$ cat config.mk
export PLATFORM = sky130hd
export DESIGN_NAME = csm_row_table
export DESIGN_NICKNAME = d
export VERILOG_FILES = /design/src/rtl/csm_row_table.sv
export SDC_FILE = /design/constraint.sdc
export NUM_CORES = 1
export LEC_CHECK = 0
export BUFFER_PORTS_ARGS = -buffer_cell sky130_fd_sc_hd__buf_2
export CAP_MARGIN = 10
export CORE_AREA = 3 3 159 161
export DETAILED_ROUTE_END_ITERATION = 16
export DIE_AREA = 0 0 162 164
export MAX_ROUTING_LAYER = met4
export PLACE_DENSITY = 0.57
export SYNTH_ARGS = -nofsm -noshare
export SYNTH_HDL_FRONTEND = slang
export SYNTH_SLANG_ARGS = --single-unit
$ cat constraint.sdc
create_clock -name clock -period 3.2 [get_ports clock]
set_input_delay 0.64 -clock clock [delete_from_list [all_inputs] [get_ports clock]]
set_output_delay 0.64 -clock clock [all_outputs]
set_load 0.01 [all_outputs]
$ cat src/rtl/csm_row_table.sv
// Row start pointers and entry count of the compressed row layout.
// One read mux; an insert raises every row start above the given row.
// Depends on nothing but its parameters.
module csm_row_table #(
   parameter int MAX_ROWS    = 16,
   parameter int MAX_ENTRIES = 256
) (
   input  logic                             clock,
   input  logic                             reset,
   input  logic [$clog2(MAX_ROWS+1)-1:0]    rd_idx,
   output logic [$clog2(MAX_ENTRIES+1)-1:0] rd_data,
   output logic [$clog2(MAX_ENTRIES+1)-1:0] count,
   input  logic                             ins,
   input  logic [$clog2(MAX_ROWS+1)-1:0]    ins_row
);

   localparam int CW    = $clog2(MAX_ENTRIES+1);
   localparam int RS_AW = $clog2(MAX_ROWS+1);

   logic [CW-1:0] rs_ff [MAX_ROWS+1];
   logic [CW-1:0] rs_in [MAX_ROWS+1];
   logic [CW-1:0] count_ff;
   logic [CW-1:0] count_in;

   // Insert: bump count and every start past the row
   always_comb begin
      count_in = count_ff;
      for (int i = 0; i <= MAX_ROWS; i++) begin
         rs_in[i] = rs_ff[i];
         if (ins && (RS_AW'(i) > ins_row)) begin
            rs_in[i] = rs_ff[i] + CW'(1);
         end
      end
      if (ins) begin
         count_in = count_ff + CW'(1);
      end
   end

   always_ff @(posedge clock) begin
      if (reset) begin
         count_ff <= '0;
         for (int i = 0; i <= MAX_ROWS; i++) begin
            rs_ff[i] <= '0;
         end
      end else begin
         count_ff <= count_in;
         for (int i = 0; i <= MAX_ROWS; i++) begin
            rs_ff[i] <= rs_in[i];
         end
      end
   end

   assign rd_data = rs_ff[rd_idx];
   assign count   = count_ff;

endmodule

Word level (Yosys, flattened, before mapping):

Memories as Yosys holds them, arrays and structs flattened.
Index checks and enable logic that the tools add are counted.

* register bits after elaboration: 9
* RAM bits: 153
* input bits: 13
* output and inout bits: 18
* memories: 1

* $add $sub $neg: 18
* magnitude comparators: 17
* multiplexer cells: 37
* bitwise operators: 17
* reduce and logical (&&, ||, !) cells: 17

Memories
* rs_ff: depth 17, bits a word 9, rd ports 18, clocked after Yosys merged registers in 0, wr ports 17, RTL line 20 `logic [CW-1:0] rs_ff [MAX_ROWS+1];`

Operators with widths (number)
* $mux 9: 34
* $add 9x1->9 const B: 18
* $gt 4x5->1 const A: 8
* $gt 3x5->1 const A: 4
* $logic_and 1x1->1: 17
* $or 1x1->1: 17
* $gt 1x5->1 const A: 2
* $gt 2x5->1 const A: 2
* $gt 5x5->1 const A: 1
* $mux 1: 3

Depth between registers and ports, before layout:

Gate-level depths: netlist of the first run.

* depth after elaboration: 4
* depth in mapped cells: 8
* mapped depth without buffers: 5

Least setup slack after synthesis of the first run:

Ideal clock, no wire load.

* path kind: input to output
* from: in rd_idx[1]
* to: out rd_data[7]
* arrival time: 2050 ps
* slack: 510 ps
* stages on the path: 6
* buffers on the path: 2
* cell sequence: buf_2 > buf_2 > mux4_2 > o22ai_1 > a211oi_1 > a21o_1

* longest elaborated chain between the ends: 1

RTL lines
* from (decl): RTL line 10 `input logic [$clog2(MAX_ROWS+1)-1:0] rd_idx,`
* $mem_v2 17x9
* to (decl): RTL line 11 `output logic [$clog2(MAX_ENTRIES+1)-1:0] rd_data,`

Every way passes these cells.

Worst setup path in the final report of the first run:

* from: in rd_idx[2]
* to: out rd_data[5]

The elaborated chain is that of the path after synthesis.

==> results by group, run 1 <==
Floorplan
  • I/O pins: 31
  • Die area: roughly 27000 µm²
  • Initial Util: between 30% and 40%
  • Die width: between 150 and 200 µm
  • Row cnt: 57
  • Core Area: around 24000 µm²
  • Die Y: about 160 µm

Route
  • Via count: around 6800
  • Residual DRC: 0
  • Detailed Route WL: approximately 22 mm
  • Initial DRC Count: 558
  • Post-DRT Antenna Nets: 0
  • Routed len/inst: 17.63 µm
  • TritonRoute pass-1 iters: 5
  • Post-DR vias/cell: 5.438

Pwr
  • Switching Fraction: about a quarter
  • Power share of the sequential group: between 40 and 50%
  • Clock power frac: roughly 47%
  • NetSw: roughly 1200 µW
  • Internal Pwr Total: 3240 µW
  • Comb pwr share: about 6%
  • Power per Cell Area: about 470 nW/µm²
  • Worst vdd ir: about 0.00026 V
  • LEAKAGE: around 0.0033 µW

Global route
  • Initial antenna violation count: 0
  • M3 GR Usage: 4.641%
  • Vias in the first global route: ~6400
  • GRT Overall Usage: between 10% and 20%
  • First-pass GRT wire length: 35.88 mm
  • Total gr overflow: 0
  • Busiest layer in global routing: met2
  • Routing usage on met1: 22.68%
  • Pin count of the biggest net entering global routing: approximately 100
  • Met2 usage: 27.80%

Run status
  • Status: complete, no violations

Clocking
  • Clock Latency Late Sink: about 440 ps
  • Reg clk slew, reported paths: 70 ps
  • Cts bufs inserted: 17
  • Post-CTS Setup Bufs: 0
  • Longest Clk Path Bufs: 2
  • Root Driver: clkbuf_16
  • TritonCTS clock tree: done
  • Clk sinks: 162
  • CTS H-tree lvls: 4
  • Cts repair resizes: 0
  • Hold_buf cts: 0

STA
  • Worst Tran Pin Value: around 1100 ps
  • Worst slew margin: between 20 and 30%
  • Clk_skew: slightly below 10 ps
  • RSZ-0062 raised after global routing: no
  • Slew Limit Fails: 0
  • Setup TNS: 0 ps
  • Final worst slack: about 310 ps
  • Final hold vios: 0
  • Period Utilization, post-route: between 90% and 100%
  • Max frequency: about 350 MHz
  • Final setup vio count: 0
  • Final Critical Period: 2893 ps

Synthesis
  • Synthesized instance count: a little over 900
  • Ys flop type: dfxtp_1
  • Syn avg cell area: approximately 9.2 µm²
  • Synth area leaders: dfxtp_1 39%, mux4_2 9.7%, xor2_1 6.1%
  • Post-synth ARST share: 0%
  • YS warnings: 0
  • Syn_nets: around 940
  • Yosys cell types: 50
  • Cell Area, Synth: 8354 µm²
  • Top cell type's share of synthesized area: between 30% and 40%
  • Synth area leader: dfxtp_1
  • Sequential area share after synthesis: between 30 and 40%
  • Register bit total from synthesis: 162
  • Post-synth EDFFs: 0

Finish
  • Commonest non-fill, non-tap cell in the layout: dfxtp_1
  • Area Overhead vs Synth: 12.60%
  • Post-layout net count: between 900 and 1000
  • Commonest non-fill, non-tap cells in the layout: 162 x dfxtp_1, 88 x nor2_1, 68 x nand2_1
  • Antenna diodes: 0
  • Layout cells sized above 1: a little over an eighth

Place
  • GPL Wtd Cong: 0.9342
  • Port buffer count: 30
  • Worst slack, placed: a little over 300 ps
  • Hpwl dp: about 16 mm

Critical path
  • Reg-to-Reg Start: rs_ff[3][0]
  • Arrival time worst endpoint: between 2000 and 2500 ps
  • Critical path class: primary input to output port
  • Worst Path Required: 2560 ps
  • RR Endpoint: rs_ff[3][8]
  • Reg2Reg Depth: 5
  • Flop2flop setup slack: 1580 ps
  • Crit path max fanout: 36
  • Setup crit end kind: output port
  • Critical Path Start: rd_idx[2]
  • Setup crit start kind: primary input

Worst hold path
  • Hold EP: rs_ff[0][6]
  • Hold Startpoint: rs_ff[0][6]
  • Hold depth: 1
  • Worst hold path type: flop to flop

Flow run
  • Max Cap Viol: 0
-- cells in the mapped netlist, types with 2 or more instances --
cell type,count
dfxtp_1,162
nor2_1,88
nand2_1,68
a21oi_1,66
xor2_1,58
nand3_1,53
nand4_1,43
o21ai_0,41
or3_1,40
mux4_2,36
clkbuf_1,25
xnor2_1,25
and2_1,18
ha_1,17
inv_1,13
mux2i_1,13
and3_1,12
or4_1,12
buf_2,11
nor2b_1,11
o31ai_1,11
a211oi_1,10
a21o_1,10
o22ai_1,9
buf_4,8
nor3_1,7
and4_1,6
a2111oi_2,3
buf_1,3
nand2b_1,3
and4b_1,2
nand4_2,2
nand4b_1,2
nor4_1,2
o2111ai_1,2
o21ai_1,2
-- critical path: stages --
cell and delay [ps]:
buf_2 100, buf_12 230, mux4_2 540, mux2i_1 250, a211oi_1 160, a21o_1 170, buf_2 130
-- power by group through the flow --
| stage | logic (µW) | clock network [µW] | registers [µW] |
|---|---|---|---|
| detailed placement | 266 | 0 | 2110 |
| CTS | 267 | 2110 | 2060 |
| finish | 264 | 2070 | 2060 |
| global placement | 262 | 0 | 2110 |
| floorplan | 193 | 0 | 2100 |
| global route | 292 | 2210 | 2060 |
-- cell type report --
cell class,count,area [µm²]
multi-input cells,685,4833
clock inverters,15,165.2
repair buffers,41,285.3
inverters,13,48.80
clock buffers,17,425.4
fillers,2454,14700
flip-flops and latches,162,3243
well taps,324,405.4
-- worst max-delay path by stage --
| stage | to | slack (ps) | cells past startpoint |
|---|---|---|---|
| global route | rd_data[5] | 230 | 7 |
| global placement | rd_data[5] | 320 | 7 |
| detailed placement | rd_data[5] | 310 | 7 |
| finish | rd_data[5] | 310 | 7 |
| CTS | rd_data[5] | 300 | 7 |
| floorplan | rd_data[7] | 510 | 6 |
-- flip-flops by register name (all words and copies together) (netlist names) --
register	cells
rs_ff	153
count	9
-- routing by layer --
layer | share of wire, % | vias to the layer above
met5 | 0 | -
met4 | 1.6 | 0
met3 | 5.2 | 27
met2 | 48 | 150
met1 | 46 | 3321
li1 | - | 3337
-- metrics by stage --
step | total power, µW | util (%) | instance area, µm² | std cells | hold slack [ps]
after floorplan | 2292 | - | 8354 | 908 | 433.2
after global placement | 2371 | 36.57 | 8816 | 1225 | 451.8
after detailed placement | 2375 | 36.57 | 8816 | 1225 | 457.1
after CTS | 4437 | 39.02 | 9407 | 1257 | 467.5
after global routing | 4565 | 39.02 | 9407 | 1257 | 474.2
final | 4397 | 39.02 | 9407 | 1257 | 470.1
-- cells by family (layout without fill, tap and decap cells) --
group                    after synthesis  after routing  share of synthesized area [%]
buffers and inverters                 61             86                          3.355
XOR/XNOR                              83             83                          8.702
AND/OR/NAND/NOR                      379            379                          24.08
AO/OA/AOI/OAI                        157            157                          11.23
adder cells (fa/ha/maj)               17             17                          2.546
flip-flops                           162            162                          38.82
multiplexers                          49             49                          11.26
No activity file was read; power rests on OpenSTA's default activity.
==> run 2: changes to the inputs <==
--- a/config.mk
+++ b/config.mk
@@ -8,10 +8,11 @@
 export BUFFER_PORTS_ARGS = -buffer_cell sky130_fd_sc_hd__buf_2
 export CAP_MARGIN = 10
 export CORE_AREA = 3 3 159 161
+export CTS_CLUSTER_SIZE = 25
 export DETAILED_ROUTE_END_ITERATION = 16
 export DIE_AREA = 0 0 162 164
 export MAX_ROUTING_LAYER = met4
-export PLACE_DENSITY = 0.57
+export PLACE_DENSITY = 0.47
 export SYNTH_ARGS = -nofsm -noshare
 export SYNTH_HDL_FRONTEND = slang
 export SYNTH_SLANG_ARGS = --single-unit
==> run 2 against run 1 <==
Sequential cell count unchanged. Count of clock-buffer cells in the layout grew 1. Global-route usage barely moved.
==> results by group, run 2 (synthesized netlist as in run 1, its figures left out) <==
Clocking
  • Root Driver: clkbuf_16
  • Reg clk slew, reported paths: 70 ps (about the same)
  • Hold_buf cts: 0 (unchanged)
  • Cts repair resizes: 0 (unchanged)
  • Post-CTS Setup Bufs: 0 (unchanged)
  • CTS H-tree lvls: 4 (unchanged)
  • Clk sinks: 162 (unchanged)
  • Clock Latency Late Sink: 440 ps (about the same)
  • Cts bufs inserted: 17 (unchanged)
  • Longest Clk Path Bufs: 2 (unchanged)
  • TritonCTS clock tree: done

Pwr
  • Final total power: 4613 µW (+4.9%)
  • Worst vdd ir: 0.0003297 V (+25%)
  • Power per Cell Area: 486.8 nW/µm² (+4.1%)
  • LEAKAGE: 0.003301 µW (+1.0%)

STA
  • Final hold vios: 0 (unchanged)
  • Final setup vio count: 0 (unchanged)
  • Min Hold Slack: 473.0 ps (+2.888 ps)
  • Period Utilization, post-route: 93.05% (+2.7 points)
  • Worst Tran Pin Value: 936.2 ps (-150.3 ps)
  • Worst slew margin: 37.59% (+10 points)
  • Slew Limit Fails: 0 (unchanged)
  • Max frequency: 335.8 MHz (-2.9%)
  • Setup TNS: 0 ps (unchanged)
  • Final Critical Period: 2978 ps (+84.94 ps)
  • Clk_skew: 13.47 ps (+3.811 ps)
  • RSZ-0062 raised after global routing: no

Critical path
  • Arrival time worst endpoint: 2340 ps (+90 ps)
  • Worst Path Required: 2560 ps (about the same)
  • Setup crit start kind: primary input
  • Reg-to-Reg Start: rs_ff[3][0]
  • Crit path max fanout: 36 (unchanged)
  • Critical path class: primary input to output port
  • Setup crit end kind: output port
  • Critical Path Start: rd_idx[2]

Global route
  • Total gr overflow: 0 (unchanged)
  • Pin count of the biggest net entering global routing: 85 (-13%)
  • Initial antenna violation count: 1 (+1)
  • GRT Overall Usage: 17.75% (+0.036 points)
  • Vias in the first global route: 6106 (-5.3%)
  • First-pass GRT wire length: 35.77 mm (-0.31%)

Floorplan
  • Die area: 26570 µm² (unchanged)
  • Initial Util: 34.66% (unchanged)
  • Die width: 162 µm (unchanged)
  • Die Y: 164 µm (unchanged)
  • I/O pins: 31 (unchanged)
  • Core Area: 24110 µm² (unchanged)
  • Row cnt: 57 (unchanged)

Finish
  • Layout cells sized above 1: 13.18% (-0.11 points)
  • Post-layout net count: 950 (unchanged)
  • Commonest non-fill, non-tap cell in the layout: dfxtp_1
  • Number of flip-flops in the largest register: 153 (unchanged)
  • Layout Cells excl Fill: 1258 (+0.080%)
  • Top reg by flops: rs_ff
  • Area Overhead vs Synth: 13.43%
  • Commonest non-fill, non-tap cells in the layout: 162 x dfxtp_1, 88 x nor2_1, 68 x nand2_1
  • Post-Route Utilization: 39.31% (+0.29 points)

Route
  • Routed len/inst: 17.88 µm (+1.5%)
  • Detailed Route WL: 22.50 mm (+1.5%)
  • Post-DRT Antenna Nets: 0 (unchanged)
  • Residual DRC: 0 (unchanged)
  • Post-DR vias/cell: 5.338 (-1.8%)
  • Via count: 6715 (-1.8%)
  • Initial DRC Count: 554 (-0.72%)
  • TritonRoute pass-1 iters: 5 (unchanged)

Place
  • Placed cells: 1225 (unchanged)
  • Port buffer count: 30 (unchanged)
  • GPL Wtd Cong: 0.7940 (-15%)
  • Hpwl dp: 15.92 mm (+0.45%)

Worst hold path
  • Worst hold path type: flop to flop
  • Hold Startpoint: rs_ff[0][7]

Run status
  • Status: complete, no violations

Flow run
  • Max Cap Viol: 0 (unchanged)
==> run 2: changes by cell type in the layout (fill, tap and decap cells not counted) <==
| cell | delta |
|---|---|
| inv_6 | -3 |
| diode_2 | +1 |
| clkbuf_1 | +1 |
| buf_4 | -1 |
| bufinv_16 | +3 |
| buf_12 | +1 |
| inv_8 | +1 |
| clkinv_8 | -1 |
| clkinvlp_4 | -1 |
==> run 2: path summary, 6_finish.rpt <==
check	to	slack, ps	cells after the start
min	rs_ff[0][7]	470	1
max	rd_data[5]	220	7
min reg2reg	rs_ff[0][7]	470	1
max reg2reg	rs_ff[3][8]	1580	5
==> run 2: metal layers <==
metal	track usage, %	wire (µm)	vias up
met3	3.405	1001	18
met2	26.04	9973	120
li1	-	-	3337
met1	25.40	11240	3240
met4	4.033	286	0
met5	-	0	-
==> run 2: layout make-up <==
type | instances | area (µm²)
sequential | 162 | 3243
timing repair buffer | 41 | 297.8
clock buffer | 18 | 429.2
tap | 324 | 405.4
inverter | 13 | 48.80
multi-input combinational | 685 | 4833
fill | 2474 | 14630
antenna | 1 | 2.502
clock inverter | 14 | 216.5
==> run 2: worst max-delay path: stages <==
cell      delay [ps]
buf_2            110
buf_12           230
mux4_2           560
mux2i_1          280
a211oi_1         130
a21o_1           200
buf_2            150
==> run 2: report_power, final <==
group          internal, µW  switching [µW]  total (µW)
logic                  96.3             171         268
clock network          1340             945        2290
registers              2030            26.8        2060
total                  3470            1140        4610
==> run 2: metrics by stage <==
step | cell area (µm²) | worst slack [ps]
global placement | 8828 | 278.4
floorplan | 8354 | 509.5
detailed placement | 8828 | 257.0
CTS | 9474 | 253.4
finish | 9477 | 222.3
global route | 9477 | 208.1
==> run 3: changes to the inputs <==
--- a/config.mk
+++ b/config.mk
@@ -7,12 +7,12 @@
 export LEC_CHECK = 0
 export BUFFER_PORTS_ARGS = -buffer_cell sky130_fd_sc_hd__buf_2
 export CAP_MARGIN = 10
-export CORE_AREA = 3 3 159 161
+export CORE_AREA = 3 3 184 186
 export CTS_CLUSTER_SIZE = 25
 export DETAILED_ROUTE_END_ITERATION = 16
-export DIE_AREA = 0 0 162 164
+export DIE_AREA = 0 0 187 189
 export MAX_ROUTING_LAYER = met4
-export PLACE_DENSITY = 0.47
+export PLACE_DENSITY = 0.37
 export SYNTH_ARGS = -nofsm -noshare
 export SYNTH_HDL_FRONTEND = slang
 export SYNTH_SLANG_ARGS = --single-unit
==> run 3 against run 2 <==
Count of clock-buffer cells in the layout fell by 1. Non-clock buffer count rose by 2. Sequential power barely moved. Worst setup slack got worse by 43 ps. Critical path type unchanged. Via count fell by 1.1%. Power fell by 5.6%. Global-route usage fell by 3.1 points. Register-to-register slack got worse by 50 ps. Highest routed layer unchanged. Sequential share of layout area fell by 0.18 points. Die area rose by 33%. Final cell count rose by 9.5%.
==> results by group, run 3 (synthesized netlist as in run 1, its figures left out) <==
Route
  • M1 WL: 11.82 mm (+5.2%)
  • Residual DRC: 0 (unchanged)
  • Post-DRT Antenna Nets: 0 (unchanged)
  • Initial DRC Count: 290 (-48%)
  • Routed len/inst: 18.20 µm (+1.8%)
  • Met2 wire len: 12.21 mm (+22%)
  • TritonRoute pass-1 iters: 4 (-1)
  • Met3 wire length: 670 µm (-33%)
  • Via count: 6640 (-1.1%)
  • Uppermost layer routed: met4
  • Post-DR vias/cell: 4.822 (-9.7%)
  • Detailed Route WL: 25.06 mm (+11%)

Global route
  • First-pass GRT wire length: 38.94 mm (+8.9%)
  • Pin count of the biggest net entering global routing: 53 (-38%)
  • Vias in the first global route: 6475 (+6.0%)
  • Total gr overflow: 0 (unchanged)
  • GRT Overall Usage: 14.67% (-3.1 points)
  • Initial antenna violation count: 0 (-1)

Critical path
  • Critical Path Start: rd_idx[2]
  • Largest stage delay, worst path: 530 ps (-30 ps)
  • Reg-to-Reg Start: rs_ff[13][0]
  • Worst-path cell chain: buf_2 -> buf_12 -> mux4_2 -> mux2i_1 -> a211oi_1 -> a21o_1 -> buf_2
  • Crit path top cell by count: buf_2
  • Flop2flop setup slack: 1530 ps (-50 ps)
  • Crit path max fanout: 36 (unchanged)
  • Worst path top cell family by delay: multiplexers
  • Crit path buffers/inverters: 3 (unchanged)
  • Critical path's slowest cell: mux4_2
  • Reg2Reg Depth: 5 (unchanged)
  • RR Endpoint: rs_ff[13][8]
  • Arrival time worst endpoint: 2380 ps (+40 ps)
  • Setup crit start kind: primary input
  • Critical path class: primary input to output port
  • Setup crit end kind: output port
  • Worst Path Required: 2560 ps (about the same)

Clocking
  • Root Driver: clkbuf_16
  • TritonCTS clock tree: done
  • Hold_buf cts: 0 (unchanged)
  • Cts repair resizes: 0 (unchanged)
  • Reg clk slew, reported paths: 70 ps (about the same)
  • Clock Latency Late Sink: 440 ps (about the same)
  • Post-CTS Setup Bufs: 0 (unchanged)
  • Clk sinks: 162 (unchanged)
  • CTS H-tree lvls: 4 (unchanged)
  • Cts bufs inserted: 17 (unchanged)
  • Longest Clk Path Bufs: 2 (unchanged)

Pwr
  • Worst vdd ir: 0.0003629 V (+10%)
  • Power per Cell Area: 457.0 nW/µm² (-6.1%)
  • LEAKAGE: 0.003256 µW (-1.4%)

Finish
  • Area Overhead vs Synth: 14.05%
  • Commonest non-fill, non-tap cell in the layout: dfxtp_1
  • Layout cells sized above 1: 13.48% (+0.29 points)
  • Layout Cells excl Fill: 1377 (+9.5%)
  • Post-layout net count: 952 (+0.21%)
  • Fillers: 3453 (+40%)
  • Cell area after layout: 9528 µm² (+0.54%)
  • Antenna diodes: 0 (-1)
  • Number of flip-flops in the largest register: 153 (unchanged)
  • Top reg by flops: rs_ff
  • Commonest non-fill, non-tap cells in the layout: 162 x dfxtp_1, 88 x nor2_1, 68 x nand2_1

Floorplan
  • Row cnt: 66 (+16%)
  • Die area: 35340 µm² (+33%)
  • Initial Util: 25.74% (-8.9 points)
  • Die width: 187 µm (+15%)
  • Core Area: 32450 µm² (+35%)
  • Die Y: 189 µm (+15%)
  • I/O pins: 31 (unchanged)

STA
  • RSZ-0062 raised after global routing: no
  • Worst Tran Pin Value: 566.4 ps (-369.8 ps)
  • Clk_skew: 17.73 ps (+4.260 ps)
  • Setup TNS: 0 ps (unchanged)
  • Period Utilization, post-route: 94.39% (+1.3 points)
  • Final Critical Period: 3020 ps (+42.71 ps)
  • Max frequency: 331.1 MHz (-1.4%)
  • Final setup vio count: 0 (unchanged)
  • Final hold vios: 0 (unchanged)
  • Slew Limit Fails: 0 (unchanged)
  • Worst slew margin: 62.24% (+25 points)

Place
  • GPL Wtd Cong: 0.7911 (-0.37%)
  • Port buffer count: 30 (unchanged)
  • Hpwl dp: 18.40 mm (+16%)
  • Placed cell area: 8966 µm² (+1.6%)
  • Placed cells: 1345 (+9.8%)

Flow run
  • Max Cap Viol: 0 (unchanged)

Run status
  • Status: complete, no violations

Worst hold path
  • Hold EP: rs_ff[0][2]
  • Hold Startpoint: rs_ff[0][2]
  • Worst hold path type: flop to flop
  • Hold depth: 1 (unchanged)
run 3: cell types whose count changed in the layout (fill, tap and decap cells not counted), sizes merged:
cell	before	now
inv	21	23
buf	41	43
clkbuf	18	17
diode	1	0
clkinvlp	1	4
bufinv	4	0
run 3: worst max-delay path by stage:
| stage | to | slack (ps) | cells after the start |
|---|---|---|---|
| CTS | rd_data[4] | 240 | 7 |
| finish | rd_data[4] | 180 | 7 |
| detailed placement | rd_data[4] | 240 | 7 |
| global route | rd_data[4] | 150 | 7 |
| floorplan | rd_data[7] | 510 | 6 |
| global placement | rd_data[5] | 250 | 7 |
run 3: layout make-up:
| cell class | instances | area, µm² | area share (%) |
|---|---|---|---|
| timing repair buffer | 43 | 287.8 | 3.020 |
| clock buffer | 17 | 425.4 | 4.465 |
| clock inverter | 15 | 136.4 | 1.431 |
| inverter | 13 | 48.80 | 0.5121 |
| sequential | 162 | 3243 | 34.04 |
| multi-input combinational | 685 | 4833 | 50.73 |
| tap | 442 | 553.0 | 5.804 |
run 3: layer usage:
metal,vias to the layer above,global-route usage [%]
met5,-,-
met4,0,4.071
met3,17,2.537
met2,82,24.38
met1,3202,18.49
li1,3339,-
run 3: metrics by stage:
stage	hold WS [ps]	total power [µW]	util, %	worst slack [ps]
finish	468.5	4354	29.36	179.5
floorplan	433.2	2292	-	509.5
global placement	452.2	2387	27.63	247.4
detailed placement	457.2	2386	27.63	240.0
CTS	468.7	4436	29.36	238.2
global route	476.8	4522	29.36	150.5
run 3: power by group:
group,leakage (µW),internal [µW],switching [µW],total [µW]
Clock,0.000266,1030,990,2020
Sequential,0.00131,2030,30.8,2060
Combinational,0.00168,94.7,175,269
Total,0.00326,3160,1200,4350
