`src/rtl/csm_pkg.sv`:
```
// Shared types and constants for the sparse matrix store.
// Item structs, entry layout, operation and status codes, sequencer states.
// No dependencies.
package csm_pkg;

   // Field widths
   localparam int FUNC_W = 3;
   localparam int IDX_W  = 4;
   localparam int VAL_W  = 64;
   localparam int POS_W  = 4;
   localparam int STAT_W = 2;

   // Operation codes
   localparam logic [FUNC_W-1:0] FUNC_READ     = 3'd0;
   localparam logic [FUNC_W-1:0] FUNC_WRITE    = 3'd1;
   localparam logic [FUNC_W-1:0] FUNC_GET_ROW  = 3'd2;
   localparam logic [FUNC_W-1:0] FUNC_GET_COL  = 3'd3;
   localparam logic [FUNC_W-1:0] FUNC_GET_DIAG = 3'd4;

   // Status codes
   localparam logic [STAT_W-1:0] STAT_OK    = 2'd0;
   localparam logic [STAT_W-1:0] STAT_RANGE = 2'd1;
   localparam logic [STAT_W-1:0] STAT_FULL  = 2'd2;

   typedef struct packed {
      logic [FUNC_W-1:0] func;
      logic [IDX_W-1:0]  row_index;
      logic [IDX_W-1:0]  col_index;
      logic [VAL_W-1:0]  write_value;
   } req_item_type;

   typedef struct packed {
      logic [VAL_W-1:0]  read_value;
      logic [POS_W-1:0]  position;
      logic [STAT_W-1:0] status;
      logic              last;
   } rsp_item_type;

   // One stored nonzero: column plus raw value word
   typedef struct packed {
      logic [IDX_W-1:0] col;
      logic [VAL_W-1:0] value;
   } entry_type;

   typedef enum logic [3:0] {
      S_IDLE,
      S_CHECK,
      S_BASE,
      S_LIMIT,
      S_FETCH,
      S_COMPARE,
      S_RESOLVE,
      S_UPDATE,
      S_SHIFT_RD,
      S_SHIFT_WR,
      S_INSERT,
      S_EMIT
   } seq_state_type;

endpackage

```
`src/rtl/csm_seq.sv`:
```
// Sequencer: range check, row scan with one shared column compare,
// entry shifting on insert, and result emission. Uses csm_pkg.
module csm_seq #(
   parameter int MAX_ROWS    = 16,
   parameter int MAX_ENTRIES = 256
) (
   input  logic                             clock,
   input  logic                             reset,
   input  logic [$clog2(MAX_ROWS+1)-1:0]    nr,
   input  logic                             req_valid,
   input  csm_pkg::req_item_type            req_item,
   output logic                             req_ready,
   input  logic                             out_free,
   output logic                             out_push,
   output csm_pkg::rsp_item_type            out_item,
   output logic [$clog2(MAX_ROWS+1)-1:0]    rs_idx,
   input  logic [$clog2(MAX_ENTRIES+1)-1:0] rs_data,
   input  logic [$clog2(MAX_ENTRIES+1)-1:0] count,
   output logic                             ins,
   output logic [$clog2(MAX_ROWS+1)-1:0]    ins_row,
   output logic                             ram_we,
   output logic [$clog2(MAX_ENTRIES)-1:0]   ram_waddr,
   output csm_pkg::entry_type               ram_wdata,
   output logic                             ram_re,
   output logic [$clog2(MAX_ENTRIES)-1:0]   ram_raddr,
   input  csm_pkg::entry_type               ram_rdata
);

   localparam int CW    = $clog2(MAX_ENTRIES+1);
   localparam int AW    = $clog2(MAX_ENTRIES);
   localparam int RS_AW = $clog2(MAX_ROWS+1);
   localparam int NR_W  = $clog2(MAX_ROWS+1);
   localparam int XW    = (NR_W > csm_pkg::IDX_W) ? NR_W : csm_pkg::IDX_W;

   csm_pkg::seq_state_type state_ff, state_in;

   logic [csm_pkg::FUNC_W-1:0] func_ff, func_in;
   logic [XW-1:0]              row_ff, row_in;
   logic [XW-1:0]              col_ff, col_in;
   logic [csm_pkg::VAL_W-1:0]  wv_ff, wv_in;
   logic [CW-1:0]              j_ff, j_in;
   logic [CW-1:0]              end_ff, end_in;
   logic [CW-1:0]              k_ff, k_in;
   logic [XW-1:0]              p_ff, p_in;
   logic                       hit_ff, hit_in;
   logic [csm_pkg::VAL_W-1:0]  val_ff, val_in;
   logic [csm_pkg::STAT_W-1:0] status_ff, status_in;

   logic          is_vec, err, full, vec_last, more;
   logic          col_eq, col_gt;
   logic [XW-1:0] nr_x, ent_col, lk_row, lk_tgt;
   logic [CW-1:0] km1;

   // Decode and shared compare
   always_comb begin
      nr_x     = XW'(nr);
      is_vec   = (func_ff == csm_pkg::FUNC_GET_ROW) || (func_ff == csm_pkg::FUNC_GET_COL) ||
                 (func_ff == csm_pkg::FUNC_GET_DIAG);
      err      = (func_ff > csm_pkg::FUNC_GET_DIAG) ||
                 ((func_ff <= csm_pkg::FUNC_GET_ROW) && (row_ff >= nr_x)) ||
                 (((func_ff == csm_pkg::FUNC_READ) || (func_ff == csm_pkg::FUNC_WRITE) ||
                   (func_ff == csm_pkg::FUNC_GET_COL)) && (col_ff >= nr_x));
      full     = (count == CW'(MAX_ENTRIES));
      vec_last = (p_ff == (nr_x - XW'(1)));
      more     = is_vec && (status_ff == csm_pkg::STAT_OK) && !vec_last;
      // lookup coordinates per operation
      lk_row   = (func_ff == csm_pkg::FUNC_GET_COL || func_ff == csm_pkg::FUNC_GET_DIAG) ?
                 p_ff : row_ff;
      lk_tgt   = (func_ff == csm_pkg::FUNC_GET_ROW || func_ff == csm_pkg::FUNC_GET_DIAG) ?
                 p_ff : col_ff;
      ent_col  = XW'(ram_rdata.col);
      col_eq   = (ent_col == lk_tgt);
      col_gt   = (ent_col > lk_tgt);
      km1      = k_ff - CW'(1);
   end

   // Next state
   always_comb begin
      state_in = state_ff;
      unique case (state_ff)
         csm_pkg::S_IDLE: begin
            if (req_valid) state_in = csm_pkg::S_CHECK;
         end
         csm_pkg::S_CHECK: begin
            state_in = err ? csm_pkg::S_EMIT : csm_pkg::S_BASE;
         end
         csm_pkg::S_BASE:  state_in = csm_pkg::S_LIMIT;
         csm_pkg::S_LIMIT: state_in = csm_pkg::S_FETCH;
         csm_pkg::S_FETCH: begin
            state_in = (j_ff >= end_ff) ? csm_pkg::S_RESOLVE : csm_pkg::S_COMPARE;
         end
         csm_pkg::S_COMPARE: begin
            state_in = (col_eq || col_gt) ? csm_pkg::S_RESOLVE : csm_pkg::S_FETCH;
         end
         csm_pkg::S_RESOLVE: begin
            if (func_ff != csm_pkg::FUNC_WRITE) state_in = csm_pkg::S_EMIT;
            else if (hit_ff)                     state_in = csm_pkg::S_UPDATE;
            else if (full)                       state_in = csm_pkg::S_EMIT;
            else                                 state_in = csm_pkg::S_SHIFT_RD;
         end
         csm_pkg::S_UPDATE: state_in = csm_pkg::S_EMIT;
         csm_pkg::S_SHIFT_RD: begin
            state_in = (k_ff > j_ff) ? csm_pkg::S_SHIFT_WR : csm_pkg::S_INSERT;
         end
         csm_pkg::S_SHIFT_WR: state_in = csm_pkg::S_SHIFT_RD;
         csm_pkg::S_INSERT:   state_in = csm_pkg::S_EMIT;
         csm_pkg::S_EMIT: begin
            if (out_free) begin
               if (!more)                              state_in = csm_pkg::S_IDLE;
               else if (func_ff == csm_pkg::FUNC_GET_ROW) state_in = csm_pkg::S_FETCH;
               else                                    state_in = csm_pkg::S_BASE;
            end
         end
         default: state_in = csm_pkg::S_IDLE;
      endcase
   end

   // Datapath and memory controls
   always_comb begin
      func_in   = func_ff;
      row_in    = row_ff;
      col_in    = col_ff;
      wv_in     = wv_ff;
      j_in      = j_ff;
      end_in    = end_ff;
      k_in      = k_ff;
      p_in      = p_ff;
      hit_in    = hit_ff;
      val_in    = val_ff;
      status_in = status_ff;
      req_ready = 1'b0;
      out_push  = 1'b0;
      rs_idx    = RS_AW'(lk_row);
      ins       = 1'b0;
      ram_we    = 1'b0;
      ram_waddr = j_ff[AW-1:0];
      ram_wdata = '{col: col_ff[csm_pkg::IDX_W-1:0], value: wv_ff};
      ram_re    = 1'b0;
      ram_raddr = j_ff[AW-1:0];
      unique case (state_ff)
         csm_pkg::S_IDLE: begin
            req_ready = 1'b1;
            if (req_valid) begin
               func_in = req_item.func;
               row_in  = XW'(req_item.row_index);
               col_in  = XW'(req_item.col_index);
               wv_in   = req_item.write_value;
               p_in    = '0;
            end
         end
         csm_pkg::S_CHECK: begin
            status_in = err ? csm_pkg::STAT_RANGE : csm_pkg::STAT_OK;
            val_in    = '0;
            hit_in    = 1'b0;
         end
         csm_pkg::S_BASE: begin
            j_in = rs_data;
         end
         csm_pkg::S_LIMIT: begin
            rs_idx = RS_AW'(lk_row) + RS_AW'(1);
            end_in = rs_data;
         end
         csm_pkg::S_FETCH: begin
            if (j_ff >= end_ff) begin
               hit_in = 1'b0;
               val_in = '0;
            end else begin
               ram_re = 1'b1;
            end
         end
         csm_pkg::S_COMPARE: begin
            // columns ascend in a row: a larger column ends the search
            if (col_eq) begin
               hit_in = 1'b1;
               val_in = ram_rdata.value;
            end else if (col_gt) begin
               hit_in = 1'b0;
               val_in = '0;
            end else begin
               j_in = j_ff + CW'(1);
            end
         end
         csm_pkg::S_RESOLVE: begin
            if ((func_ff == csm_pkg::FUNC_WRITE) && !hit_ff) begin
               if (full) status_in = csm_pkg::STAT_FULL;
               else      k_in      = count;
            end
         end
         csm_pkg::S_UPDATE: begin
            ram_we = 1'b1;
            val_in = '0;
         end
         csm_pkg::S_SHIFT_RD: begin
            if (k_ff > j_ff) begin
               ram_re    = 1'b1;
               ram_raddr = km1[AW-1:0];
            end
         end
         csm_pkg::S_SHIFT_WR: begin
            ram_we    = 1'b1;
            ram_waddr = k_ff[AW-1:0];
            ram_wdata = ram_rdata;
            k_in      = km1;
         end
         csm_pkg::S_INSERT: begin
            ram_we = 1'b1;
            ins    = 1'b1;
            val_in = '0;
         end
         csm_pkg::S_EMIT: begin
            if (out_free) begin
               out_push = 1'b1;
               if (more) p_in = p_ff + XW'(1);
            end
         end
         default: begin
         end
      endcase
   end

   assign ins_row = RS_AW'(row_ff);

   // Result item
   always_comb begin
      out_item.read_value = val_ff;
      out_item.position   = csm_pkg::POS_W'(p_ff);
      out_item.status     = status_ff;
      out_item.last       = !more;
   end

   always_ff @(posedge clock) begin
      if (reset) begin
         state_ff <= csm_pkg::S_IDLE;
      end else begin
         state_ff <= state_in;
      end
   end

   always_ff @(posedge clock) begin
      func_ff   <= func_in;
      row_ff    <= row_in;
      col_ff    <= col_in;
      wv_ff     <= wv_in;
      j_ff      <= j_in;
      end_ff    <= end_in;
      k_ff      <= k_in;
      p_ff      <= p_in;
      hit_ff    <= hit_in;
      val_ff    <= val_in;
      status_ff <= status_in;
   end

`ifndef NO_ASSERTIONS
   // compare only ever sees data fetched the cycle before
   a_compare_after_fetch: assert property (@(posedge clock) disable iff (reset)
      state_ff == csm_pkg::S_COMPARE |-> $past(state_ff) == csm_pkg::S_FETCH)
      else $error("compare without a preceding fetch");

   // shifting never moves an entry below the insert slot
   a_shift_above_slot: assert property (@(posedge clock) disable iff (reset)
      state_ff == csm_pkg::S_SHIFT_WR |-> k_ff > j_ff)
      else $error("shift at or below insert slot");

   // inserts happen only with room left
   a_insert_room: assert property (@(posedge clock) disable iff (reset)
      state_ff == csm_pkg::S_INSERT |-> !full)
      else $error("insert into full store");

   // the final result of an item returns the sequencer to idle
   a_last_ends_item: assert property (@(posedge clock) disable iff (reset)
      out_push && out_item.last |=> state_ff == csm_pkg::S_IDLE)
      else $error("item continues after last result");
`endif

endmodule

```
`config.mk`:
```
export PLATFORM = sky130hd
export DESIGN_NAME = csm_seq
export DESIGN_NICKNAME = d
export VERILOG_FILES = /design/src/rtl/csm_pkg.sv /design/src/rtl/csm_seq.sv
export SDC_FILE = /design/constraint.sdc
export NUM_CORES = 1
export LEC_CHECK = 0
export BUFFER_PORTS_ARGS = -buffer_cell sky130_fd_sc_hd__buf_2
export CORE_MARGIN = 1.5
export CORE_UTILIZATION = 45
export CTS_CLUSTER_SIZE = 12
export DETAILED_ROUTE_END_ITERATION = 12
export GPL_TIMING_DRIVEN = 0
export PLACE_DENSITY = 0.77
export SLEW_MARGIN = 10
export SYNTH_ARGS = -nofsm -noshare
export SYNTH_HDL_FRONTEND = slang
export SYNTH_SLANG_ARGS = --single-unit
```
`constraint.sdc`:
```
create_clock -name clock -period 4.5 [get_ports clock]
set_clock_uncertainty 0.2 [all_clocks]
set_input_delay 0.45 -clock clock [delete_from_list [all_inputs] [get_ports clock]]
set_output_delay 0.45 -clock clock [all_outputs]
set_load 0.05 [all_outputs]
```
Word level (Yosys, flattened, before mapping):

Index checks and enable logic that the tools add are counted.

* muxes and demuxes: 49
* $add $sub $neg: 5
* magnitude comparators: 7
* reductions and logical operators: 37
* eq/ne operators: 29

Operators by type and width (number)
* two-way mux 64 bit: 3
* one-hot mux 64 bit (3 select lines): 1
* two-way mux 68 bit: 1
* one-hot mux 4 bit (11 select lines): 1
* two-way mux 9 bit: 4
* one-hot mux 9 bit (2 select lines): 2
* two-way mux 5 bit: 6
* two-way mux 8 bit: 3
* two-way mux 4 bit: 5
* inequality test 2 bit (second input constant): 9
* == test 4 x 3 -> 1 bit (second input constant): 4
* == test 4 bit (second input constant): 4
* AND reduction 3 bit: 5
* two-way mux 2 bit: 6
* two-way mux 1 bit: 11
* adder 5 x 1 -> 5 bit (second input constant): 2
* greater-or-equal comparator 4 x 5 -> 1 bit: 2
* one-hot mux 5 bit (2 select lines): 1
* adder 9 x 1 -> 9 bit (second input constant): 1
* == test 9 bit (second input constant): 1
* greater-or-equal comparator 9 bit: 1
* greater-than comparator 9 bit: 1
* logical OR 1 bit: 9
* subtractor 9 x 1 -> 9 bit (second input constant): 1
* other kinds (28): 43

* word-level logic and storage cells: 139
* register bits: 178
* output and inout port bits: 170
* input bits: 170

Longest topological paths before layout:

Gate-level depths: netlist of the first run.

* depth in word-level cells: 8
* mapped depth: 12
* depth with buffers taken out: 11

Worst setup path after synthesis of the first run:

Ideal clock, no wire load.

* path kind: reg-to-reg
* start: register state_ff[3]
* end: register p_ff[0] (enable)
* period minus slack after synthesis: 4.996 ns
* buffers on the path: 1
* setup time: 0.349 ns
* required time: 3.951 ns
* slack: -0.496 ns
* arrival: 4.447 ns
* stages on the path, launching flop included: 5
* cell sequence: dfxtp_1 > buf_6 > nor4_1 > and2_1 > o21bai_1

* cells in the longest elaborated chain, start to end: 3
* elaborated cells between the ends (all ways): 7
* classes of those cells: eq/ne: 4; reduce/logical: 3

RTL lines
* from (decl): line csm_seq.sv:35 `csm_pkg::seq_state_type state_ff, state_in;`
* from (signal assigned): line csm_seq.sv:233 `state_ff <= csm_pkg::S_IDLE;`
* from (signal assigned): line csm_seq.sv:235 `state_ff <= state_in;`
* == test 4 bit or logical NOT 4 bit (tied branches): line csm_seq.sv:140 `unique case (state_ff)`
* inequality test 2 bit (no source line) or nonzero test 2 bit (tied branches)
* AND reduction 4 bit (no source line) *
* to (signal assigned): line csm_seq.sv:247 `p_ff <= p_in;`
* to (decl): line csm_seq.sv:44 `logic [XW-1:0] p_ff, p_in;`

Every way passes the cells marked *; elsewhere a longest branch is shown, timed or not.
A chain may end at the register's enable or synchronous reset.

Worst setup path in the final report of the first run:

* start: register j_ff[6]
* end: output ram_raddr[2]

* cells in the longest elaborated chain, start to end: 3

RTL lines
* from (decl): line csm_seq.sv:41 `logic [CW-1:0] j_ff, j_in;`
* from (signal assigned): line csm_seq.sv:244 `j_ff <= j_in;`
* greater-than comparator 9 bit: line csm_seq.sv:194 `if (k_ff > j_ff) begin`
* two-way mux 8 bit: line csm_seq.sv:194
* two-way mux 8 bit: line csm_seq.sv:140
* to (decl): line csm_seq.sv:25 `output logic [$clog2(MAX_ENTRIES)-1:0] ram_raddr,`

No other way between the ends.

==> impl_metrics.tcl, run 1 <==
set metrics [dict create \
    status "complete, no violations" \
    crit_required_ns 3.85 \
    post-route-util 0.636 \
    overflow 0 \
    grt_max_degree 49 \
    min_period_ns 3.90 \
    netlist_top_cells_count "nand2_1, edfxtp_1, and2_1" \
    hold_viol 0 \
    cts_made_buffers 17 \
    ir_worst_vdd_uv 411 \
    ys.flop_type "edfxtp_1" \
    vias_per_cell 5.09 \
    fin_area_um2 12300 \
    critPathCaptureType "primary output" \
    worstHoldPathType "in -> reg" \
    drive_above_1_share 0.312 \
    wl_per_cell_um 17.6 \
    seq_area_frac_synth 0.599 \
    dr.first_iter.drc_count 416 \
    core_region_area_um2 19400 \
    p_clk_frac 0.180 \
    switchingPower_w 0.00408 \
    internal_power_w 0.00415 \
    p_comb_frac 0.493 \
    dp_hpwl_um 20000 \
    crit_family "buffers and inverters" \
    pwr_density_cell_nw_per_um2 667 \
    crit_path_max_incr_delay_ns 0.44 \
    route.detailed.drc 0 \
    cts_sinks 178 \
    rsz0062_at_grt "no" \
    vias 7877 \
    yosysTopAreaCellShare 0.590 \
    grt_pass1_vias 7455 \
    post_cts_resized 0 \
    port_buffers 338 \
    track_usage 0.258 \
    maxCapViolCount 0 \
    synthesis.instances 831 \
    setup_viol 0 \
    finalCritPeriodShare 0.868 \
    ant_nets 0 \
    holdWs_ns 0.0183 \
    cts_tree "built" \
    synth_area_per_cell_um2 10.7 \
    p_leak_nw 5.56 \
    antenna_found_initial 0 \
    die_h_um 143 \
    clkLatencyLatePin_ns 0.43 \
    synth_largest_area_cell "edfxtp_1" \
    ys_warn_count 0 \
    htree_levels 4 \
    arrival_ns 3.25 \
    cts.path.max_buffers 2 \
    synth_edf_count 174 \
    die_x_um 143 \
    ys_ff_latch 178 \
    firstDrtPassIters 7 \
    fmax_mhz 256 \
    grt_pass1_wl_um 39600 \
    wl_um 27200 \
    power_frac_seq 0.327 \
    slew_headroom 0.434 \
    cp_slowest_cell "edfxtp_1" \
    synthTopCellsByArea "edfxtp_1, nand2_1, ha_1" \
    syn-cell-area_um2 8850 \
    synth_most_common_cell "nand2_1" \
    placed_area_um2 10900 \
    rows 51 \
    ios 340 \
    swShare 0.496 \
    initial_utilization 0.456 \
    worst_slew_pin_slew_ns 0.849 \
    slew_violations 0 \
    area_growth_pct 39.3 \
    syn_nets 1036 \
    clkTransAtPathRegs_ns 0.08 \
    crit_chain "inv_1, ha_1, and3_1, and3_1, a211oi_1, and3b_1, clkbuf_1, clkbuf_1, o21ai_0, buf_2" \
    crit_buf_inv 4 \
    start_kind "register" \
    fin_ws_ns 0.595 \
    dieArea_um2 20500 \
    crit_fanout 10 \
    gp_congestion 0.944 \
    nets 1475 \
    cts_root_buf "clkbuf_16" \
    critPathKind "reg -> out" \
    async_reset_ff_frac 0 \
    ys_types 55 \
    place_ws_ns 0.653 \
]
[registers in the layout (all words and copies together), names as in the netlist, 5 cells and up]
name	count
wv_ff	64
j_ff	9
val_ff	64
end_ff	9
k_ff	9
p_ff	5
[cells by family after synthesis]
| group | after synthesis | synth area share |
|---|---|---|
| xor+xnor | 29 | 0.0287 |
| flops | 178 | 0.599 |
| other cells | 1 | 0.000424 |
| mux | 8 | 0.00905 |
| compound gates | 86 | 0.0605 |
| buf+inv | 78 | 0.0394 |
| simple gates | 416 | 0.213 |
| fa+ha+maj | 35 | 0.0495 |
[power groups by stage]
stage	sequential (W)	clock, W	combinational [W]
2_1_floorplan	0.00344	0	0.00218
3_3_place_gp	0.00275	0	0.00387
3_5_place_dp	0.00272	0	0.00398
4_1_cts	0.00268	0.00150	0.00405
5_1_grt	0.00274	0.00157	0.00427
6_report	0.00269	0.00148	0.00406
[final cells by class]
class | count | area (µm²)
Buffer | 42 | 214
Sequential cell | 178 | 5310
Tap cell | 265 | 332
Clock buffer | 18 | 429
Antenna cell | 1 | 2.50
Clock inverter | 14 | 166
Inverter | 36 | 135
Multi-Input combinational cell | 575 | 3210
Timing Repair Buffer | 420 | 2540
Fill cell | 1562 | 7070
[per-layer routing]
layer,share of wire,vias up,track usage
met3,0.070,54,0.0537
met5,0,-,0
met4,0.026,0,0.102
met1,0.40,3716,0.324
met2,0.50,383,0.438
li1,-,3724,-
[placed cells by master (no fill, tap or decap), drive strengths merged, types with 3 or more instances in the layout]
cell and count:
nand4 3, a21oi 13, edfxtp 174, a211o 3, nor2 26, mux2i 8
dfxtp 4, xor2 8, inv 42, buf 352, a211oi 9, a22oi 3
nand3 9, dlygate4sd3 80, nand2 261, clkbuf 48, ha 35, and2 67
clkinv 7, o21ai 41, and2b 3, nor3 13, and3 5, nor2b 5
nand2b 5, xnor2 21, nor4 7
[final timing paths]
kind,to,slack (ns),cells after the start,start
min,end_ff[6]$_DFFE_PP_,0.02,1,rs_data[6]
max reg2reg,val_ff[60]$_SDFFCE_PN0P_,0.60,11,func_ff[1]$_DFFE_PP_
min reg2reg,j_ff[0]$_DFFE_PP_,0.49,1,j_ff[0]$_DFFE_PP_
max,ram_raddr[2],0.60,10,j_ff[6]$_DFFE_PP_
[per-stage QoR]
step                TNS (ns)  std cells  total power, W
detailed placement         0       1436         0.00670
CTS                        0       1547         0.00823
global placement      -57.21       1434         0.00662
finish                     0       1549         0.00823
floorplan                  0        831         0.00562
global route               0       1548         0.00858
[timing repair]
| item | CTS | global route |
|---|---|---|
| hold buffers | 79 | 1 |
| setup buffers | 0 | 0 |
| hold endpoints to repair | 79 | 1 |
(Power assumes the default switching activity.)
==> inputs of run 2 (changes only) <==
--- a/constraint.sdc
+++ b/constraint.sdc
@@ -3,3 +3,3 @@
 set_input_delay 0.45 -clock clock [delete_from_list [all_inputs] [get_ports clock]]
 set_output_delay 0.45 -clock clock [all_outputs]
-set_load 0.05 [all_outputs]
+set_load 0.1 [all_outputs]
==> impl_metrics.tcl, run 2 (synthesis gave the netlist of run 1 again) <==
set metrics [dict create \
    cp_slowest_cell "buf_2" \
    track_usage 0.258 \
    dp_hpwl_um 19900 \
    cts_made_buffers 17 \
    hold_depth 1 \
    cts_root_buf "clkbuf_16" \
    final_common_cell "buf_2" \
    start_kind "register" \
    status "complete, no violations" \
    met1_usage 0.322 \
    antenna_cells 0 \
    r2r-start "func_ff[1]$_DFFE_PP_" \
    rows 51 \
    worstHoldPathType "in -> reg" \
    die_h_um 143 \
    critPathKind "reg -> out" \
    crit_path_max_incr_delay_ns 0.47 \
    drive_above_1_share 0.314 \
    use_met3 0.0503 \
    maxCapViolCount 0 \
    grt_max_degree 45 \
    regArea_um2 5310 \
    crit_family "buffers and inverters" \
    route.detailed.drc 0 \
    holdWs_ns 0.0180 \
    r2r_end "val_ff[0]$_SDFFCE_PN0P_" \
    final_cells 1539 \
    worstHoldEndpoint "end_ff[3]$_DFFE_PP_" \
    min_from "rs_data[3]" \
    critPathCaptureType "primary output" \
    nets 1466 \
    dr.first_iter.drc_count 449 \
    multi_input_area_um2 3210 \
    cts.path.max_buffers 2 \
    port_buffers 338 \
    nFillCells 1596 \
    crit_fanout 10 \
    timing.setup.tns_ns 0 \
    rsz0062_at_grt "no" \
    cts_sinks 178 \
    wl_um 27100 \
    setup_viol 0 \
    placed_cells 1436 \
    area_growth_pct 37.8 \
    worst_slew_pin_slew_ns 0.960 \
    post_cts_resized 0 \
    antenna_found_initial 0 \
    fmax_mhz 245 \
    overflow 0 \
    final_cell_mix "buf_2, nand2_1, edfxtp_1, dlygate4sd3_1, and2_1" \
    post-route-util 0.629 \
    slew_violations 0 \
    vias_per_cell 5.08 \
    die_x_um 143 \
    min_period_ns 4.08 \
    initial_utilization 0.456 \
    ant_nets 0 \
    cts_tree "built" \
    firstDrtPassIters 5 \
    arrival_ns 3.43 \
    htree_levels 4 \
    grt_pass1_wl_um 39700 \
    slew_headroom 0.360 \
    hold_viol 0 \
    core_region_area_um2 19400 \
    r2r_setup_slack_ns 0.59 \
    vias 7814 \
    grtUsageMet2 0.445 \
    crit_buf_inv 4 \
    grt_busiest_layer "met2" \
    gp_congestion 0.938 \
    finalCritPeriodShare 0.907 \
    crit_required_ns 3.85 \
    reg.largest.list "val_ff: 64 flops, wv_ff: 64 flops" \
    dieArea_um2 20500 \
    grt_pass1_vias 7577 \
    wl_per_cell_um 17.6 \
    ios 340 \
    clkTransAtPathRegs_ns 0.07 \
    clkLatencyLatePin_ns 0.42 \
    reg2reg_depth 11 \
    crit_chain "inv_1, ha_1, and3_1, and3_1, a211oi_1, and3b_1, clkbuf_1, clkbuf_1, o21ai_0, buf_2" \
]
[run 2: cell types whose count changed in the layout (fill, tap and decap cells not counted), sizes merged]
cell	before	now
dlygate4sd3	80	71
clkinv	7	4
clkinvlp	1	3
diode	1	0
inv	42	43
[run 2: cell type report]
| cell class | instances | share of cell area |
|---|---|---|
| Clock inverter | 14 | 0.00995 |
| Sequential cell | 178 | 0.435 |
| Timing Repair Buffer | 411 | 0.201 |
| Buffer | 42 | 0.0175 |
| Inverter | 36 | 0.0111 |
| Tap cell | 265 | 0.0272 |
| Multi-Input combinational cell | 575 | 0.263 |
| Clock buffer | 18 | 0.0352 |
[run 2: per-stage QoR]
stage               area [µm²]  setup slack (ns)
floorplan                 8860            -0.134
global placement         10900            -0.819
detailed placement       10900             0.634
CTS                      12200             0.445
global route             12200             0.207
finish                   12200             0.418
[run 2: routing by layer]
| layer | vias up | wire (µm) |
|---|---|---|
| li1 | 3697 | - |
| met1 | 3701 | 11000 |
| met2 | 360 | 13600 |
| met3 | 56 | 1860 |
| met4 | 0 | 713 |
| met5 | - | 0 |
[run 2: repair_timing]
item,4_1_cts,5_1_grt
buffers inserted,0,0
setup endpoints to repair,0,0
hold endpoints to repair,70,1
hold buffers,70,1
[run 2: how the worst max path moves through the flow]
| stage | startpoint | to | depth (start not counted) |
|---|---|---|---|
| after floorplan | j_ff[6]$_DFFE_PP_ | ram_raddr[2] | 9 |
| after global placement | func_ff[2]$_DFFE_PP_ | val_ff[0]$_SDFFCE_PN0P_ | 11 |
| after detailed placement | func_ff[2]$_DFFE_PP_ | val_ff[1]$_SDFFCE_PN0P_ | 12 |
| after CTS | j_ff[6]$_DFFE_PP_ | ram_raddr[2] | 10 |
| after global routing | j_ff[6]$_DFFE_PP_ | ram_raddr[2] | 10 |
| final | j_ff[6]$_DFFE_PP_ | ram_raddr[3] | 10 |
Power of run 2 is left out: the tool's default activity adds up to more than one toggle a clock period on the data nets, which glitch-free logic cannot reach.
==> inputs of run 3 (changes only) <==
- CAP_MARGIN: unset -> 30
- CORE_UTILIZATION: 45 -> 50
- PLACE_DENSITY: 0.77 -> 0.81
- RECOVER_POWER: unset -> 25
- clock period: 4.5 -> 4.3 ns (I/O delays scaled with it)
==> impl_metrics.tcl, run 3 (synthesis gave the netlist of run 1 again) <==
set metrics [dict create \
    worstHoldPathType "in -> reg" \
    fmax_mhz 246 \
    wl_per_cell_um 19.0 \
    worstHoldEndpoint "val_ff[41]$_SDFFCE_PN0P_" \
    crit_family "buffers and inverters" \
    clkTransAtPathRegs_ns 0.08 \
    grt_busiest_layer "met2" \
    overflow 0 \
    cts.path.max_buffers 2 \
    worst_slew_pin_slew_ns 1.27 \
    r2r_end "val_ff[2]$_SDFFCE_PN0P_" \
    setup_viol 0 \
    maxCapViolCount 0 \
    nets 1480 \
    drive_above_1_share 0.270 \
    post-route-util 0.711 \
    grt_pass1_wl_um 42200 \
    crit_fanout 10 \
    antenna_found_initial 2 \
    port_buffers 338 \
    place_ws_ns 0.563 \
    crit_path_max_incr_delay_ns 0.50 \
    critPathKind "reg -> out" \
    final_common_cell "buf_2" \
    min_from "ram_rdata[41]" \
    grtUsageMet2 0.513 \
    vias 8112 \
    cts_root_buf "clkbuf_16" \
    grt_pass1_vias 8099 \
    regArea_um2 5310 \
    initial_utilization 0.512 \
    vias_per_cell 5.35 \
    die_h_um 136 \
    r2r_setup_slack_ns 0.49 \
    final_cells 1515 \
    ios 340 \
    rsz0062_at_grt "no" \
    cts_sinks 178 \
    reg2reg_depth 11 \
    multi_input_area_um2 3220 \
    clkLatencyLatePin_ns 0.44 \
    placed_cells 1396 \
    met1_usage 0.370 \
    area_growth_pct 38.9 \
    dieArea_um2 18500 \
    cts_tree "built" \
    gp_congestion 0.911 \
    start_kind "register" \
    status "complete, no violations" \
    die_x_um 136 \
    rows 48 \
    cts_made_buffers 17 \
    post_cts_resized 0 \
    wl_um 28800 \
    crit_start "j_ff[5]$_DFFE_PP_" \
    use_met3 0.0738 \
    cp_slowest_cell "edfxtp_1" \
    crit_chain "inv_1, ha_1, and3_1, and3_1, a21oi_1, and3b_1, clkbuf_1, clkbuf_1, nand2_1, o21ai_0, buf_2" \
    grt_max_degree 56 \
    fin_ws_ns 0.240 \
    crit_required_ns 3.67 \
    slew_violations 0 \
    final_cell_mix "buf_2, nand2_1, edfxtp_1, dlygate4sd3_1, clkbuf_1" \
    min_period_ns 4.06 \
    route.detailed.drc 0 \
    crit_buf_inv 4 \
    cts_hold_buf 84 \
    holdWs_ns 0.0847 \
    reg.largest.list "val_ff: 64 flops, wv_ff: 64 flops" \
    htree_levels 4 \
    dr.first_iter.drc_count 534 \
    hold_viol 0 \
    slew_headroom 0.154 \
    core_region_area_um2 17300 \
    track_usage 0.306 \
    arrival_ns 3.43 \
    finalCritPeriodShare 0.944 \
    r2r-start "func_ff[1]$_DFFE_PP_" \
    hold_depth 2 \
    critPathCaptureType "primary output" \
    ant_nets 0 \
    post_cts_buffers 0 \
    nFillCells 1216 \
    firstDrtPassIters 6 \
    dp_hpwl_um 20300 \
]
[run 3: final cells by class]
cell class,instances,area share
well taps,225,0.0229
inverters,36,0.0110
repair buffers,425,0.205
plain buffers,42,0.0174
diodes,2,0.000407
flip-flops and latches,178,0.431
clock buffers,17,0.0346
multi-input cells,575,0.262
clock inverters,15,0.0154
[run 3: worst max-delay path by stage]
stage	slack [ns]	end	depth (start not counted)
detailed placement	0.56	val_ff[51]$_SDFFCE_PN0P_	12
global placement	-0.13	val_ff[41]$_SDFFCE_PN0P_	11
global route	0.04	ram_raddr[3]	10
floorplan	-0.31	ram_raddr[2]	9
CTS	0.29	ram_raddr[6]	11
finish	0.24	ram_raddr[6]	11
[run 3: worst reg2reg max path, cell delays in order (launching register included)]
cell	delay (ns)
edfxtp_1	0.50
xnor2_1	0.17
nor2_1	0.43
mux2i_1	0.16
ha_1	0.31
o21ai_0	0.09
o21a_1	0.18
a211o_2	0.34
a211o_1	0.29
o21ai_0	0.16
a21o_4	0.27
buf_16	0.29
[run 3: layer usage]
layer | routed length (µm) | vias up
li1 | - | 3732
met3 | 2410 | 94
met5 | 0 | -
met1 | 10800 | 3804
met4 | 1380 | 0
met2 | 14200 | 482
[run 3: stage by stage]
step / cell area, µm² / setup TNS, ns
6_report: 12300 / 0
5_1_grt: 12300 / 0
4_1_cts: 12400 / 0
3_5_place_dp: 10900 / 0
3_3_place_gp: 10800 / -8.03
2_1_floorplan: 8870 / -1.57
Power of run 3 is left out for the same reason.
